===== config.mk =====
export PLATFORM = sky130hd
export DESIGN_NAME = touch_sample_calibrator
export DESIGN_NICKNAME = d
export VERILOG_FILES = /design/src/hw/rtl/tsc_pkg.sv /design/src/hw/rtl/tsc_cfg_regs.sv /design/src/hw/rtl/tsc_mac.sv /design/src/hw/rtl/tsc_divider.sv /design/src/hw/rtl/touch_sample_calibrator.sv
export SDC_FILE = /design/constraint.sdc
export NUM_CORES = 2
export LEC_CHECK = 0
export BUFFER_PORTS_ARGS = -buffer_cell sky130_fd_sc_hd__buf_4
export CAP_MARGIN = 20
export CORE_ASPECT_RATIO = 0.8
export CORE_MARGIN = 2
export CORE_UTILIZATION = 40
export CTS_CLUSTER_SIZE = 40
export DETAILED_ROUTE_END_ITERATION = 7
export GPL_TIMING_DRIVEN = 0
export PLACE_DENSITY = 0.68
export SETUP_SLACK_MARGIN = 0.2
export SLEW_MARGIN = 20
export SYNTH_ARGS = -nofsm -noshare
export SYNTH_HDL_FRONTEND = slang
export SYNTH_SLANG_ARGS = --single-unit

===== constraint.sdc =====
create_clock -name clk_i -period 34.1 [get_ports clk_i]
set_input_delay 3.41 -clock clk_i [delete_from_list [all_inputs] [get_ports clk_i]]
set_output_delay 3.41 -clock clk_i [all_outputs]
set_load 0.05 [all_outputs]

===== src/hw/rtl/tsc_pkg.sv =====
// Shared types, constants and register map of the touch sample calibrator.
package tsc_pkg;

  localparam int unsigned ADC_BITS_DEF  = 10;
  localparam int unsigned NUM_FIELDS_IN = 7;

  localparam int unsigned COEF_W  = 32;
  localparam int unsigned DIVR_W  = 31;
  localparam int unsigned BASE_W  = 16;
  localparam int unsigned OUT_W   = 16;
  localparam int unsigned LEVEL_W = 10;
  localparam int unsigned AVG_W   = 18;
  localparam int unsigned QUOT_W  = 17;

  localparam int unsigned APB_DATA_W  = 64;
  localparam int unsigned APB_ADDR_W  = 6;
  localparam int unsigned REG_SEL_LSB = 3;
  localparam int unsigned REG_SEL_W   = APB_ADDR_W - REG_SEL_LSB;

  localparam int unsigned OUT_FIELDS_W = 2 * OUT_W + 1 + LEVEL_W + OUT_W + LEVEL_W + 2 * AVG_W;
  localparam int unsigned OUT_TDATA_W  = ((OUT_FIELDS_W + 7) / 8) * 8;
  localparam int unsigned OUT_PAD_W    = OUT_TDATA_W - OUT_FIELDS_W;

  localparam int unsigned PLANE_SHIFT = 16;
  localparam int unsigned PLANE_ROUND = 1 << (PLANE_SHIFT - 1);
  localparam int unsigned PLANE_MASK  = (1 << PLANE_SHIFT) - 1;
  localparam int unsigned W_OLD       = 230;
  localparam int unsigned W_NEW       = 26 * 256;
  localparam int unsigned AVG_SHIFT   = 8;
  localparam int unsigned AVG_ROUND   = 1 << (AVG_SHIFT - 1);

  localparam logic [COEF_W*2-1:0] RST_CAL_X_GAINS = 64'h0000_0000_0001_0000;
  localparam logic [COEF_W*2-1:0] RST_CAL_Y_GAINS = 64'h0001_0000_0000_0000;
  localparam logic [DIVR_W-1:0]   RST_CAL_DIVISOR = 31'd65536;

  localparam logic signed [OUT_W-1:0] SAT_MAX = 16'sh7fff;
  localparam logic signed [OUT_W-1:0] SAT_MIN = 16'sh8000;
  localparam logic [QUOT_W-1:0]       Q_POS_LIM = 17'd32767;
  localparam logic [QUOT_W-1:0]       Q_NEG_LIM = 17'd32768;

  typedef enum logic [REG_SEL_W-1:0] {
    REG_CAL_X_GAINS  = 3'd0,
    REG_CAL_X_OFFSET = 3'd1,
    REG_CAL_Y_GAINS  = 3'd2,
    REG_CAL_Y_OFFSET = 3'd3,
    REG_CAL_DIVISOR  = 3'd4,
    REG_PLANE_GAINS  = 3'd5,
    REG_PLANE_OFFSET = 3'd6,
    REG_TOUCH_BASE   = 3'd7
  } reg_idx_e;

  typedef enum logic [3:0] {
    ST_IDLE,
    ST_MUL_LO,
    ST_MUL_HI,
    ST_ACC,
    ST_DIV_START,
    ST_DIV_WAIT,
    ST_PLANE,
    ST_SMOOTH,
    ST_OUT
  } state_e;

  typedef enum logic [1:0] {
    TERM_X,
    TERM_Y,
    TERM_PLANE
  } term_e;

  typedef struct packed {
    logic [COEF_W*2-1:0]        cal_x_gains;
    logic signed [COEF_W-1:0]   cal_x_offset;
    logic [COEF_W*2-1:0]        cal_y_gains;
    logic signed [COEF_W-1:0]   cal_y_offset;
    logic [DIVR_W-1:0]          cal_divisor;
    logic [COEF_W*2-1:0]        plane_gains;
    logic signed [COEF_W-1:0]   plane_offset;
    logic signed [BASE_W-1:0]   touch_base;
  } cfg_t;

  typedef struct packed {
    logic mul;
    logic init;
    logic accum;
  } mac_ctl_t;

  typedef struct packed {
    logic                    busy;
    logic                    done;
    logic signed [OUT_W-1:0] quot;
  } div_rsp_t;

endpackage


===== src/hw/rtl/tsc_cfg_regs.sv =====
// APB register file holding the calibration and threshold-plane settings.
module tsc_cfg_regs (
  input  logic                             clk_i,
  input  logic                             rst_ni,
  input  logic                             psel,
  input  logic                             penable,
  input  logic                             pwrite,
  input  logic [tsc_pkg::APB_ADDR_W-1:0]   paddr,
  input  logic [tsc_pkg::APB_DATA_W-1:0]   pwdata,
  output logic [tsc_pkg::APB_DATA_W-1:0]   prdata,
  output logic                             pready,
  output tsc_pkg::cfg_t                    cfg_o
);
  import tsc_pkg::*;

  cfg_t     cfg_q;
  logic     wr_en;
  reg_idx_e idx;

  assign pready = 1'b1;
  assign wr_en  = psel && penable && pwrite;
  assign idx    = reg_idx_e'(paddr[APB_ADDR_W-1:REG_SEL_LSB]);
  assign cfg_o  = cfg_q;

  always_ff @(posedge clk_i or negedge rst_ni) begin
    if (!rst_ni) begin
      cfg_q.cal_x_gains  <= RST_CAL_X_GAINS;
      cfg_q.cal_x_offset <= '0;
      cfg_q.cal_y_gains  <= RST_CAL_Y_GAINS;
      cfg_q.cal_y_offset <= '0;
      cfg_q.cal_divisor  <= RST_CAL_DIVISOR;
      cfg_q.plane_gains  <= '0;
      cfg_q.plane_offset <= '0;
      cfg_q.touch_base   <= '0;
    end else if (wr_en) begin
      case (idx)
        REG_CAL_X_GAINS:  cfg_q.cal_x_gains  <= pwdata;
        REG_CAL_X_OFFSET: cfg_q.cal_x_offset <= pwdata[COEF_W-1:0];
        REG_CAL_Y_GAINS:  cfg_q.cal_y_gains  <= pwdata;
        REG_CAL_Y_OFFSET: cfg_q.cal_y_offset <= pwdata[COEF_W-1:0];
        REG_CAL_DIVISOR:  cfg_q.cal_divisor  <= pwdata[DIVR_W-1:0];
        REG_PLANE_GAINS:  cfg_q.plane_gains  <= pwdata;
        REG_PLANE_OFFSET: cfg_q.plane_offset <= pwdata[COEF_W-1:0];
        REG_TOUCH_BASE:   cfg_q.touch_base   <= pwdata[BASE_W-1:0];
        default: ;
      endcase
    end
  end

  always_comb begin
    case (idx)
      REG_CAL_X_GAINS:  prdata = cfg_q.cal_x_gains;
      REG_CAL_X_OFFSET: prdata = {32'b0, cfg_q.cal_x_offset};
      REG_CAL_Y_GAINS:  prdata = cfg_q.cal_y_gains;
      REG_CAL_Y_OFFSET: prdata = {32'b0, cfg_q.cal_y_offset};
      REG_CAL_DIVISOR:  prdata = {33'b0, cfg_q.cal_divisor};
      REG_PLANE_GAINS:  prdata = cfg_q.plane_gains;
      REG_PLANE_OFFSET: prdata = {32'b0, cfg_q.plane_offset};
      REG_TOUCH_BASE:   prdata = {48'b0, cfg_q.touch_base};
      default:          prdata = '0;
    endcase
  end

endmodule


===== src/hw/rtl/tsc_mac.sv =====
// Shared multiply-accumulate unit: registered product, then accumulator.
module tsc_mac #(
  parameter int unsigned ADC_BITS = tsc_pkg::ADC_BITS_DEF,
  parameter int unsigned NUM_W    = ADC_BITS + 34
) (
  input  logic                                clk_i,
  input  tsc_pkg::mac_ctl_t                   ctl_i,
  input  logic signed [tsc_pkg::COEF_W-1:0]   coef_i,
  input  logic signed [ADC_BITS:0]            opnd_i,
  input  logic signed [NUM_W-1:0]             addend_i,
  output logic signed [NUM_W-1:0]             acc_o
);
  import tsc_pkg::*;

  localparam int unsigned PROD_W = COEF_W + ADC_BITS + 1;

  logic signed [PROD_W-1:0] prod_q;
  logic signed [NUM_W-1:0]  acc_q;

  always_ff @(posedge clk_i) begin
    if (ctl_i.mul) begin
      prod_q <= PROD_W'(coef_i) * PROD_W'(opnd_i);
    end
    if (ctl_i.init) begin
      acc_q <= addend_i + NUM_W'(prod_q);
    end else if (ctl_i.accum) begin
      acc_q <= acc_q + NUM_W'(prod_q);
    end
  end

  assign acc_o = acc_q;

endmodule


===== src/hw/rtl/tsc_divider.sv =====
// Restoring divider, one quotient bit per cycle, signed result saturated to 16 bits.
module tsc_divider #(
  parameter int unsigned NUM_W = tsc_pkg::ADC_BITS_DEF + 34
) (
  input  logic                              clk_i,
  input  logic                              rst_ni,
  input  logic                              start_i,
  input  logic signed [NUM_W-1:0]           num_i,
  input  logic [tsc_pkg::DIVR_W-1:0]        divisor_i,
  output tsc_pkg::div_rsp_t                 rsp_o
);
  import tsc_pkg::*;

  localparam int unsigned DSH_W = DIVR_W + QUOT_W;
  localparam int unsigned CMP_W = (NUM_W > DSH_W) ? NUM_W : DSH_W;
  localparam int unsigned CNT_W = $clog2(QUOT_W + 1);

  logic                busy_q;
  logic                done_q;
  logic [CNT_W-1:0]    cnt_q;
  logic                neg_q;
  logic                ovf_q;
  logic [NUM_W-1:0]    rem_q;
  logic [DSH_W-1:0]    dsh_q;
  logic [QUOT_W-1:0]   q_q;

  logic [NUM_W-1:0]    mag;
  logic [CMP_W-1:0]    rem_ext;
  logic [CMP_W-1:0]    dsh_ext;
  logic [CMP_W-1:0]    diff;
  logic                ge;
  logic                sat_pos;
  logic                sat_neg;

  assign mag     = num_i[NUM_W-1] ? NUM_W'(~num_i + NUM_W'(1)) : NUM_W'(num_i);
  assign rem_ext = CMP_W'(rem_q);
  assign dsh_ext = CMP_W'(dsh_q);
  assign ge      = rem_ext >= dsh_ext;
  assign diff    = rem_ext - dsh_ext;

  always_ff @(posedge clk_i or negedge rst_ni) begin
    if (!rst_ni) begin
      busy_q <= 1'b0;
      done_q <= 1'b0;
      cnt_q  <= '0;
    end else begin
      done_q <= 1'b0;
      if (start_i) begin
        busy_q <= 1'b1;
        cnt_q  <= CNT_W'(QUOT_W);
      end else if (busy_q) begin
        cnt_q <= cnt_q - CNT_W'(1);
        if (cnt_q == '0) begin
          busy_q <= 1'b0;
          done_q <= 1'b1;
        end
      end
    end
  end

  // first step only checks for a quotient beyond 17 bits
  always_ff @(posedge clk_i) begin
    if (start_i) begin
      neg_q <= num_i[NUM_W-1];
      ovf_q <= 1'b0;
      rem_q <= mag;
      dsh_q <= {divisor_i, QUOT_W'(0)};
      q_q   <= '0;
    end else if (busy_q) begin
      dsh_q <= dsh_q >> 1;
      if (cnt_q == CNT_W'(QUOT_W)) begin
        ovf_q <= ge;
      end else begin
        q_q <= {q_q[QUOT_W-2:0], ge};
        if (ge) begin
          rem_q <= NUM_W'(diff);
        end
      end
    end
  end

  assign sat_pos = !neg_q && (ovf_q || (q_q > Q_POS_LIM));
  assign sat_neg = neg_q && (ovf_q || (q_q > Q_NEG_LIM));

  always_comb begin
    rsp_o.busy = busy_q;
    rsp_o.done = done_q;
    if (sat_pos) begin
      rsp_o.quot = SAT_MAX;
    end else if (sat_neg) begin
      rsp_o.quot = SAT_MIN;
    end else if (neg_q) begin
      rsp_o.quot = OUT_W'(~q_q[OUT_W-1:0] + OUT_W'(1));
    end else begin
      rsp_o.quot = q_q[OUT_W-1:0];
    end
  end

endmodule


===== src/hw/rtl/touch_sample_calibrator.sv =====
// Top level of the touch sample calibrator: sequencer, sample capture and result stage.
// Each sample runs the X, Y and plane terms, then smoothing, before output tvalid; the next sample waits for that.
// The two calibration divisions run one after the other on one 18-step restoring divider,
// and all six coefficient products go through one shared multiplier.
// Input tready is high only while the sequencer is idle; the output register holds one result.
// Reset (async, active low) restores default calibration and clears both running averages.
module touch_sample_calibrator #(
  parameter  int unsigned ADC_BITS   = tsc_pkg::ADC_BITS_DEF,
  localparam int unsigned IN_TDATA_W = ((tsc_pkg::NUM_FIELDS_IN * ADC_BITS + 7) / 8) * 8
) (
  input  logic                              clk_i,
  input  logic                              rst_ni,
  input  logic                              s_axis_tvalid_i,
  output logic                              s_axis_tready_o,
  // x_raw_first, x_raw_second, y_raw_first, y_raw_second,
  // level_raw_first, level_raw_second, pressure_raw (ADC_BITS each, zero pad)
  input  logic [IN_TDATA_W-1:0]             s_axis_tdata_i,
  output logic                              m_axis_tvalid_o,
  input  logic                              m_axis_tready_i,
  // screen_x, screen_y, touch_down, level_mean, level_threshold,
  // level_spread, level_average, pressure_average (zero pad)
  output logic [tsc_pkg::OUT_TDATA_W-1:0]   m_axis_tdata_o,
  input  logic                              psel,
  input  logic                              penable,
  input  logic                              pwrite,
  input  logic [tsc_pkg::APB_ADDR_W-1:0]    paddr,
  input  logic [tsc_pkg::APB_DATA_W-1:0]    pwdata,
  output logic [tsc_pkg::APB_DATA_W-1:0]    prdata,
  output logic                              pready
);
  import tsc_pkg::*;

  localparam int unsigned NUM_W  = ADC_BITS + 34;
  localparam int unsigned PQ_W   = NUM_W - PLANE_SHIFT;
  localparam int unsigned THR_W  = PQ_W + 1;
  localparam int unsigned SM_W   = ((ADC_BITS + 13 > 26) ? ADC_BITS + 13 : 26) + 1;
  localparam int unsigned SH_W   = SM_W - AVG_SHIFT;

  cfg_t      cfg;
  mac_ctl_t  mac_ctl;
  div_rsp_t  div_rsp;
  state_e    state_q, state_d;
  term_e     term_q;

  logic in_fire, cap_en, div_start, res_load, plane_en, smooth_en, out_load;

  logic [ADC_BITS-1:0] x1, x2, y1, y2, l1, l2, pr;
  logic [ADC_BITS-1:0] wx_q, wy_q, lmean_q, spread_q, pres_q;

  logic [COEF_W*2-1:0]       gains_sel;
  logic signed [COEF_W-1:0]  off_sel;
  logic signed [COEF_W-1:0]  coef;
  logic signed [NUM_W-1:0]   addend;
  logic signed [NUM_W-1:0]   round_add;
  logic signed [NUM_W-1:0]   acc;
  logic signed [NUM_W-1:0]   biased;

  logic signed [OUT_W-1:0]   sx_q, sy_q, thr_sat_q, thr_sat;
  logic signed [PQ_W-1:0]    pdiv_q;
  logic signed [THR_W-1:0]   thr;
  logic                      down_q;
  logic [AVG_W-1:0]          lvl_avg_q, prs_avg_q, lvl_new, prs_new;
  logic [SM_W-1:0]           lvl_sum, prs_sum;
  logic [SH_W-1:0]           lvl_sh, prs_sh;

  logic                      m_valid_q;
  logic [OUT_TDATA_W-1:0]    m_data_q;

  tsc_cfg_regs u_cfg (
    .clk_i   (clk_i),
    .rst_ni  (rst_ni),
    .psel    (psel),
    .penable (penable),
    .pwrite  (pwrite),
    .paddr   (paddr),
    .pwdata  (pwdata),
    .prdata  (prdata),
    .pready  (pready),
    .cfg_o   (cfg)
  );

  tsc_mac #(
    .ADC_BITS (ADC_BITS),
    .NUM_W    (NUM_W)
  ) u_mac (
    .clk_i    (clk_i),
    .ctl_i    (mac_ctl),
    .coef_i   (coef),
    .opnd_i   (state_q == ST_MUL_HI ? $signed({1'b0, wy_q}) : $signed({1'b0, wx_q})),
    .addend_i (addend),
    .acc_o    (acc)
  );

  tsc_divider #(
    .NUM_W (NUM_W)
  ) u_div (
    .clk_i     (clk_i),
    .rst_ni    (rst_ni),
    .start_i   (div_start),
    .num_i     (acc),
    .divisor_i (cfg.cal_divisor),
    .rsp_o     (div_rsp)
  );

  // input unpack and pair reduction
  assign x1 = s_axis_tdata_i[0*ADC_BITS +: ADC_BITS];
  assign x2 = s_axis_tdata_i[1*ADC_BITS +: ADC_BITS];
  assign y1 = s_axis_tdata_i[2*ADC_BITS +: ADC_BITS];
  assign y2 = s_axis_tdata_i[3*ADC_BITS +: ADC_BITS];
  assign l1 = s_axis_tdata_i[4*ADC_BITS +: ADC_BITS];
  assign l2 = s_axis_tdata_i[5*ADC_BITS +: ADC_BITS];
  assign pr = s_axis_tdata_i[6*ADC_BITS +: ADC_BITS];

  assign in_fire = s_axis_tvalid_i && s_axis_tready_o;

  always_ff @(posedge clk_i) begin
    if (cap_en) begin
      wx_q     <= ADC_BITS'(({1'b0, x1} + {1'b0, x2}) >> 1);
      wy_q     <= ADC_BITS'(({1'b0, y1} + {1'b0, y2}) >> 1);
      lmean_q  <= ADC_BITS'(({1'b0, l1} + {1'b0, l2}) >> 1);
      spread_q <= (l1 >= l2) ? (l1 - l2) : (l2 - l1);
      pres_q   <= pr;
    end
  end

  // next state
  always_comb begin
    state_d = state_q;
    case (state_q)
      ST_IDLE:      if (in_fire) state_d = ST_MUL_LO;
      ST_MUL_LO:    state_d = ST_MUL_HI;
      ST_MUL_HI:    state_d = ST_ACC;
      ST_ACC:       state_d = (term_q == TERM_PLANE) ? ST_PLANE : ST_DIV_START;
      ST_DIV_START: state_d = ST_DIV_WAIT;
      ST_DIV_WAIT:  if (div_rsp.done) state_d = ST_MUL_LO;
      ST_PLANE:     state_d = ST_SMOOTH;
      ST_SMOOTH:    state_d = ST_OUT;
      ST_OUT:       if (!m_valid_q || m_axis_tready_i) state_d = ST_IDLE;
      default:      state_d = ST_IDLE;
    endcase
  end

  // sequencer outputs
  always_comb begin
    s_axis_tready_o = 1'b0;
    cap_en          = 1'b0;
    mac_ctl         = '0;
    div_start       = 1'b0;
    res_load        = 1'b0;
    plane_en        = 1'b0;
    smooth_en       = 1'b0;
    out_load        = 1'b0;
    case (state_q)
      ST_IDLE: begin
        s_axis_tready_o = 1'b1;
        cap_en          = s_axis_tvalid_i;
      end
      ST_MUL_LO:    mac_ctl.mul = 1'b1;
      ST_MUL_HI: begin
        mac_ctl.mul  = 1'b1;
        mac_ctl.init = 1'b1;
      end
      ST_ACC:       mac_ctl.accum = 1'b1;
      ST_DIV_START: div_start = 1'b1;
      ST_DIV_WAIT:  res_load = div_rsp.done;
      ST_PLANE:     plane_en = 1'b1;
      ST_SMOOTH:    smooth_en = 1'b1;
      ST_OUT:       out_load = !m_valid_q || m_axis_tready_i;
      default: ;
    endcase
  end

  always_ff @(posedge clk_i or negedge rst_ni) begin
    if (!rst_ni) begin
      state_q <= ST_IDLE;
      term_q  <= TERM_X;
    end else begin
      state_q <= state_d;
      if (in_fire) begin
        term_q <= TERM_X;
      end else if (res_load) begin
        term_q <= (term_q == TERM_X) ? TERM_Y : TERM_PLANE;
      end
    end
  end

  // coefficient select for the shared multiplier
  always_comb begin
    case (term_q)
      TERM_X: begin
        gains_sel = cfg.cal_x_gains;
        off_sel   = cfg.cal_x_offset;
      end
      TERM_Y: begin
        gains_sel = cfg.cal_y_gains;
        off_sel   = cfg.cal_y_offset;
      end
      TERM_PLANE: begin
        gains_sel = cfg.plane_gains;
        off_sel   = cfg.plane_offset;
      end
      default: begin
        gains_sel = '0;
        off_sel   = '0;
      end
    endcase
  end

  assign coef      = (state_q == ST_MUL_HI) ? $signed(gains_sel[2*COEF_W-1:COEF_W])
                                            : $signed(gains_sel[COEF_W-1:0]);
  assign round_add = (term_q == TERM_PLANE) ? NUM_W'(PLANE_ROUND) : '0;
  assign addend    = NUM_W'(off_sel) + round_add;

  // plane quotient: the rounding term comes in as the MAC addend, then the shift truncates toward zero
  assign biased = acc + (acc[NUM_W-1] ? NUM_W'(PLANE_MASK) : NUM_W'(0));

  always_ff @(posedge clk_i) begin
    if (res_load && term_q == TERM_X) begin
      sx_q <= div_rsp.quot;
    end
    if (res_load && term_q == TERM_Y) begin
      sy_q <= div_rsp.quot;
    end
    if (plane_en) begin
      pdiv_q <= PQ_W'(biased >>> PLANE_SHIFT);
    end
    if (smooth_en) begin
      thr_sat_q <= thr_sat;
      down_q    <= $signed(THR_W'({1'b0, lmean_q})) < thr;
    end
  end

  assign thr = THR_W'(cfg.touch_base) + THR_W'(pdiv_q);

  always_comb begin
    if (thr > THR_W'(SAT_MAX)) begin
      thr_sat = SAT_MAX;
    end else if (thr < THR_W'(SAT_MIN)) begin
      thr_sat = SAT_MIN;
    end else begin
      thr_sat = thr[OUT_W-1:0];
    end
  end

  // running averages in Q10.8
  assign lvl_sum = SM_W'(lvl_avg_q) * SM_W'(W_OLD) + SM_W'(lmean_q) * SM_W'(W_NEW)
                 + SM_W'(AVG_ROUND);
  assign prs_sum = SM_W'(prs_avg_q) * SM_W'(W_OLD) + SM_W'(pres_q) * SM_W'(W_NEW)
                 + SM_W'(AVG_ROUND);
  assign lvl_sh  = SH_W'(lvl_sum >> AVG_SHIFT);
  assign prs_sh  = SH_W'(prs_sum >> AVG_SHIFT);
  assign lvl_new = (|lvl_sh[SH_W-1:AVG_W]) ? '1 : lvl_sh[AVG_W-1:0];
  assign prs_new = (|prs_sh[SH_W-1:AVG_W]) ? '1 : prs_sh[AVG_W-1:0];

  always_ff @(posedge clk_i or negedge rst_ni) begin
    if (!rst_ni) begin
      lvl_avg_q <= '0;
      prs_avg_q <= '0;
    end else if (smooth_en) begin
      lvl_avg_q <= lvl_new;
      prs_avg_q <= prs_new;
    end
  end

  // output register
  always_ff @(posedge clk_i or negedge rst_ni) begin
    if (!rst_ni) begin
      m_valid_q <= 1'b0;
    end else if (out_load) begin
      m_valid_q <= 1'b1;
    end else if (m_axis_tready_i) begin
      m_valid_q <= 1'b0;
    end
  end

  always_ff @(posedge clk_i) begin
    if (out_load) begin
      m_data_q <= {OUT_PAD_W'(0), prs_avg_q, lvl_avg_q, LEVEL_W'(spread_q), thr_sat_q,
                   LEVEL_W'(lmean_q), down_q, sy_q, sx_q};
    end
  end

  assign m_axis_tvalid_o = m_valid_q;
  assign m_axis_tdata_o  = m_data_q;

  a_div_done_in_wait: assert property (@(posedge clk_i) disable iff (!rst_ni)
    div_rsp.done |-> state_q == ST_DIV_WAIT)
    else $error("divider finished outside its wait state");

  a_div_start_idle: assert property (@(posedge clk_i) disable iff (!rst_ni)
    div_start |-> !div_rsp.busy)
    else $error("divider restarted while busy");

  a_no_plane_div: assert property (@(posedge clk_i) disable iff (!rst_ni)
    state_q == ST_DIV_START |-> term_q != TERM_PLANE)
    else $error("plane term sent to divider");

  a_accept_starts_x: assert property (@(posedge clk_i) disable iff (!rst_ni)
    in_fire |=> state_q == ST_MUL_LO && term_q == TERM_X)
    else $error("transfer did not start the X term");

  a_out_load: assert property (@(posedge clk_i) disable iff (!rst_ni)
    out_load |=> m_axis_tvalid_o && state_q == ST_IDLE)
    else $error("result load did not present a transfer");

endmodule

==> flow_summary.json <==
{
  "outcome": "complete, no violations",
  "synthFlopType": "edfxtp_1",
  "clk_latency_ps": 760,
  "synth_seq_cells": 815,
  "rows": 133,
  "dpl.hpwl_um": 168000,
  "hold_violations": 0,
  "ys_warn_count": 0,
  "firstDrtPassIters": 6,
  "finalMaxSlewViolations": 0,
  "fin_nets": 8175,
  "hp-class": "reg -> reg",
  "cp_common_cell": "fa_1",
  "ff2ff_path_depth": 32,
  "clk_pin_slew_ps": 70,
  "cts_hold_buf": 0,
  "async_flop_share": 0.472,
  "setup_viol": 0,
  "crit_required_ps": 34560,
  "r2r_start": "state_q[2]",
  "crit_type": "reg -> reg",
  "drt_iter0_markers": 5241,
  "antenna_found_initial": 13,
  "grt_max_degree": 94,
  "skew_ps": 48.8,
  "holdPathStages": 0,
  "ys_types": 91,
  "period_needed_ps": 11310,
  "cp.arrival_ps": 11760,
  "gp_congestion": 0.986,
  "vias": 52424,
  "post-cts-setup-buffers": 0,
  "cts_max_path_buffers": 3,
  "postSynthCellCount": 6645,
  "synth_edf_count": 395,
  "worst-r2r-setup-slack_ps": 22790,
  "wirelength_um": 211000,
  "grtUsageTotal": 0.246,
  "worstHoldEndpoint": "m_axis_tdata_o[64]",
  "clock_sinks": 815,
  "grt_overflow": 0,
  "worstMarginPinSlew_ps": 1230,
  "clock.fmax_mhz": 88.4,
  "cts_tree": "yes",
  "cp_slowest_cell": "clkbuf_1",
  "hold_ws_ps": 410,
  "core_area_sq_mm": 0.164,
  "antenna_left": 0,
  "critPathCaptureType": "register",
  "drc_errors": 0,
  "worstHoldStart": "spread_q[5]",
  "drive_gt1_frac": 0.136,
  "netlist_area_sq_mm": 0.0660,
  "period_share": 0.332,
  "start_util": 0.403,
  "grt_pass1_wl_um": 318000,
  "tns_ps": 0,
  "syn_to_final_growth_pct": 13.0,
  "drv_cap": 0,
  "slew_headroom": 0.174,
  "numCtsBuffers": 89,
  "post_drt_wl_per_cell_um": 22.6,
  "cts-resized-gates": 0,
  "slowest_delay_ps": 870,
  "critPathLaunch": "state_q[2]",
  "cts_root_buf": "clkbuf_16",
  "yosysSeqAreaShare": 0.336,
  "cp_max_fo": 10,
  "grt_pass1_vias": 51360,
  "via_per_inst": 5.62,
  "dieHeight_um": 367,
  "finalNonFillerCells": 9320,
  "worstSetupStartpointType": "register",
  "final.setup.worst_slack_ps": 22790,
  "ioPinCount": 328,
  "placed_cells": 9148,
  "avgSynthCellArea_sq_um": 9.94,
  "cts_max_level": 3,
  "rsz0062_at_grt": "no",
  "die_x_um": 458,
  "dp_slack_ps": 23040,
  "worstReg2RegEnd": "u_mac.prod_q[35]",
  "io_buffer_count": 313,
  "die_area_sq_mm": 0.168
}
==> placed cells by master (no fill, tap or decap), types with 18 or more instances in the layout <==
| cell type | synthesis | routed |
|---|---|---|
| o21a_1 | 52 | 52 |
| xor2_1 | 139 | 139 |
| inv_1 | 721 | 721 |
| clkbuf_16 | 0 | 90 |
| o221a_2 | 34 | 34 |
| o21bai_1 | 43 | 43 |
| dfxtp_1 | 35 | 35 |
| mux2i_1 | 171 | 170 |
| o22ai_1 | 18 | 18 |
| o31ai_1 | 54 | 54 |
| nand2_1 | 594 | 593 |
| o221ai_1 | 31 | 29 |
| buf_4 | 8 | 328 |
| nand4_1 | 40 | 40 |
| nor3_1 | 58 | 56 |
| nor2_1 | 534 | 532 |
| ha_1 | 565 | 565 |
| nand2b_1 | 61 | 61 |
| o211ai_1 | 35 | 35 |
| and3_1 | 40 | 40 |
| a211oi_1 | 25 | 25 |
| a21o_1 | 135 | 135 |
| buf_1 | 37 | 37 |
| a31oi_1 | 52 | 52 |
| and2_1 | 21 | 20 |
| xnor2_1 | 223 | 223 |
| clkbuf_1 | 220 | 239 |
| mux2_2 | 369 | 369 |
| nand3_1 | 69 | 69 |
| fa_1 | 381 | 381 |
| edfxtp_1 | 395 | 395 |
| dfrtp_1 | 382 | 382 |
| or3_1 | 32 | 32 |
| o21ai_0 | 344 | 343 |
| nor2b_1 | 57 | 56 |
| a21oi_1 | 394 | 394 |
==> kinds of logic after synthesis <==
logic type      after synthesis  share of synthesized area
compound gates             1382                      0.134
other cells                   2                   0.000114
fa+ha+maj                   946                      0.223
simple gates               1586                      0.107
buf+inv                     995                     0.0572
xor+xnor                    362                     0.0480
flops                       815                      0.336
mux                         557                     0.0946
==> registers in the layout, summed over array words and instances (netlist names), 16 cells and up <==
| signal | count |
|---|---|
| u_cfg.cfg_o | 335 |
| sy_q | 16 |
| m_axis_tdata_o | 105 |
| lvl_avg_q | 18 |
| u_div.rem_q | 44 |
| thr_sat_q | 16 |
| pdiv_q | 28 |
| u_div.dsh_ext | 48 |
| u_mac.prod_q | 43 |
| prs_avg_q | 18 |
| sx_q | 16 |
| u_mac.acc_o | 44 |
| u_div.q_q | 17 |
==> metal layers <==
layer / GRT usage / part of all wire
met1: 0.346 / 0.43
met2: 0.362 / 0.42
met3: 0.0576 / 0.096
met4: 0.106 / 0.048
met5: 0 / 0.00046
==> layout make-up <==
cell class,instances,area (sq um)
inverters,724,2720
clock buffers,115,2400
clock inverters,53,639
flip-flops and latches,815,22200
diodes,3,7.51
multi-input cells,4841,40200
fillers,15540,89400
plain buffers,271,1060
repair buffers,338,2770
well taps,2160,2700
==> metrics by stage <==
step           utilization  cell area (sq um)
3_5_place_dp         0.436              71600
4_1_cts              0.455              74600
5_1_grt              0.455              74600
3_3_place_gp         0.433              71100
6_report             0.455              74700
2_1_floorplan            -              66100
==> worst max-delay path: cells and delay by family, from the launching register on <==
| family | cells | cell delay [ps] |
|---|---|---|
| adder cells (fa/ha/maj) | 6 | 3080 |
| AO/OA/AOI/OAI | 8 | 2240 |
| buffers and inverters | 11 | 3560 |
| AND/OR/NAND/NOR | 6 | 1640 |
| flip-flops | 1 | 360 |
| XOR/XNOR | 1 | 100 |
==> cells in the mapped netlist, types with 9 or more instances <==
master	count	share of area
a221oi_1	15	0.0020
dfxtp_1	35	0.011
mux2i_1	171	0.026
nor4_1	13	0.0012
nand2b_1	61	0.0058
and4_1	15	0.0020
o22ai_1	18	0.0017
o41ai_1	10	0.0013
o21ai_0	344	0.026
and3_1	40	0.0038
buf_1	37	0.0021
or3_1	32	0.0030
o221ai_1	31	0.0041
a211o_1	10	0.0013
a21boi_0	17	0.0019
dfrtp_1	382	0.14
nand4_1	40	0.0038
nand3_1	69	0.0052
nor2b_1	57	0.0054
nor2_1	534	0.030
a21o_1	135	0.015
xor2_1	139	0.018
nand2_1	594	0.034
xnor2_1	223	0.030
edfxtp_1	395	0.18
ha_1	565	0.11
o211ai_1	35	0.0040
mux2_2	369	0.063
and2_1	21	0.0020
o221a_2	34	0.0058
o21bai_1	43	0.0049
o31ai_1	54	0.0061
a21oi_1	394	0.030
nor3_1	58	0.0044
clkbuf_1	220	0.013
fa_1	381	0.12
or2_2	16	0.0015
a31oi_1	52	0.0049
a41oi_1	9	0.0012
o21a_1	52	0.0059
o2111ai_1	14	0.0019
inv_1	721	0.041
a211oi_1	25	0.0028
mux4_2	17	0.0058
==> worst max-delay path by stage <==
stage / endpoint
2_1_floorplan: u_mac.prod_q[35]
3_3_place_gp: u_mac.prod_q[35]
3_5_place_dp: u_mac.prod_q[35]
4_1_cts: u_mac.prod_q[35]
5_1_grt: u_mac.prod_q[35]
6_report: u_mac.prod_q[35]
Power is left out: the tool's default activity adds up to more than one toggle a clock period on the data nets, which glitch-free logic cannot reach.
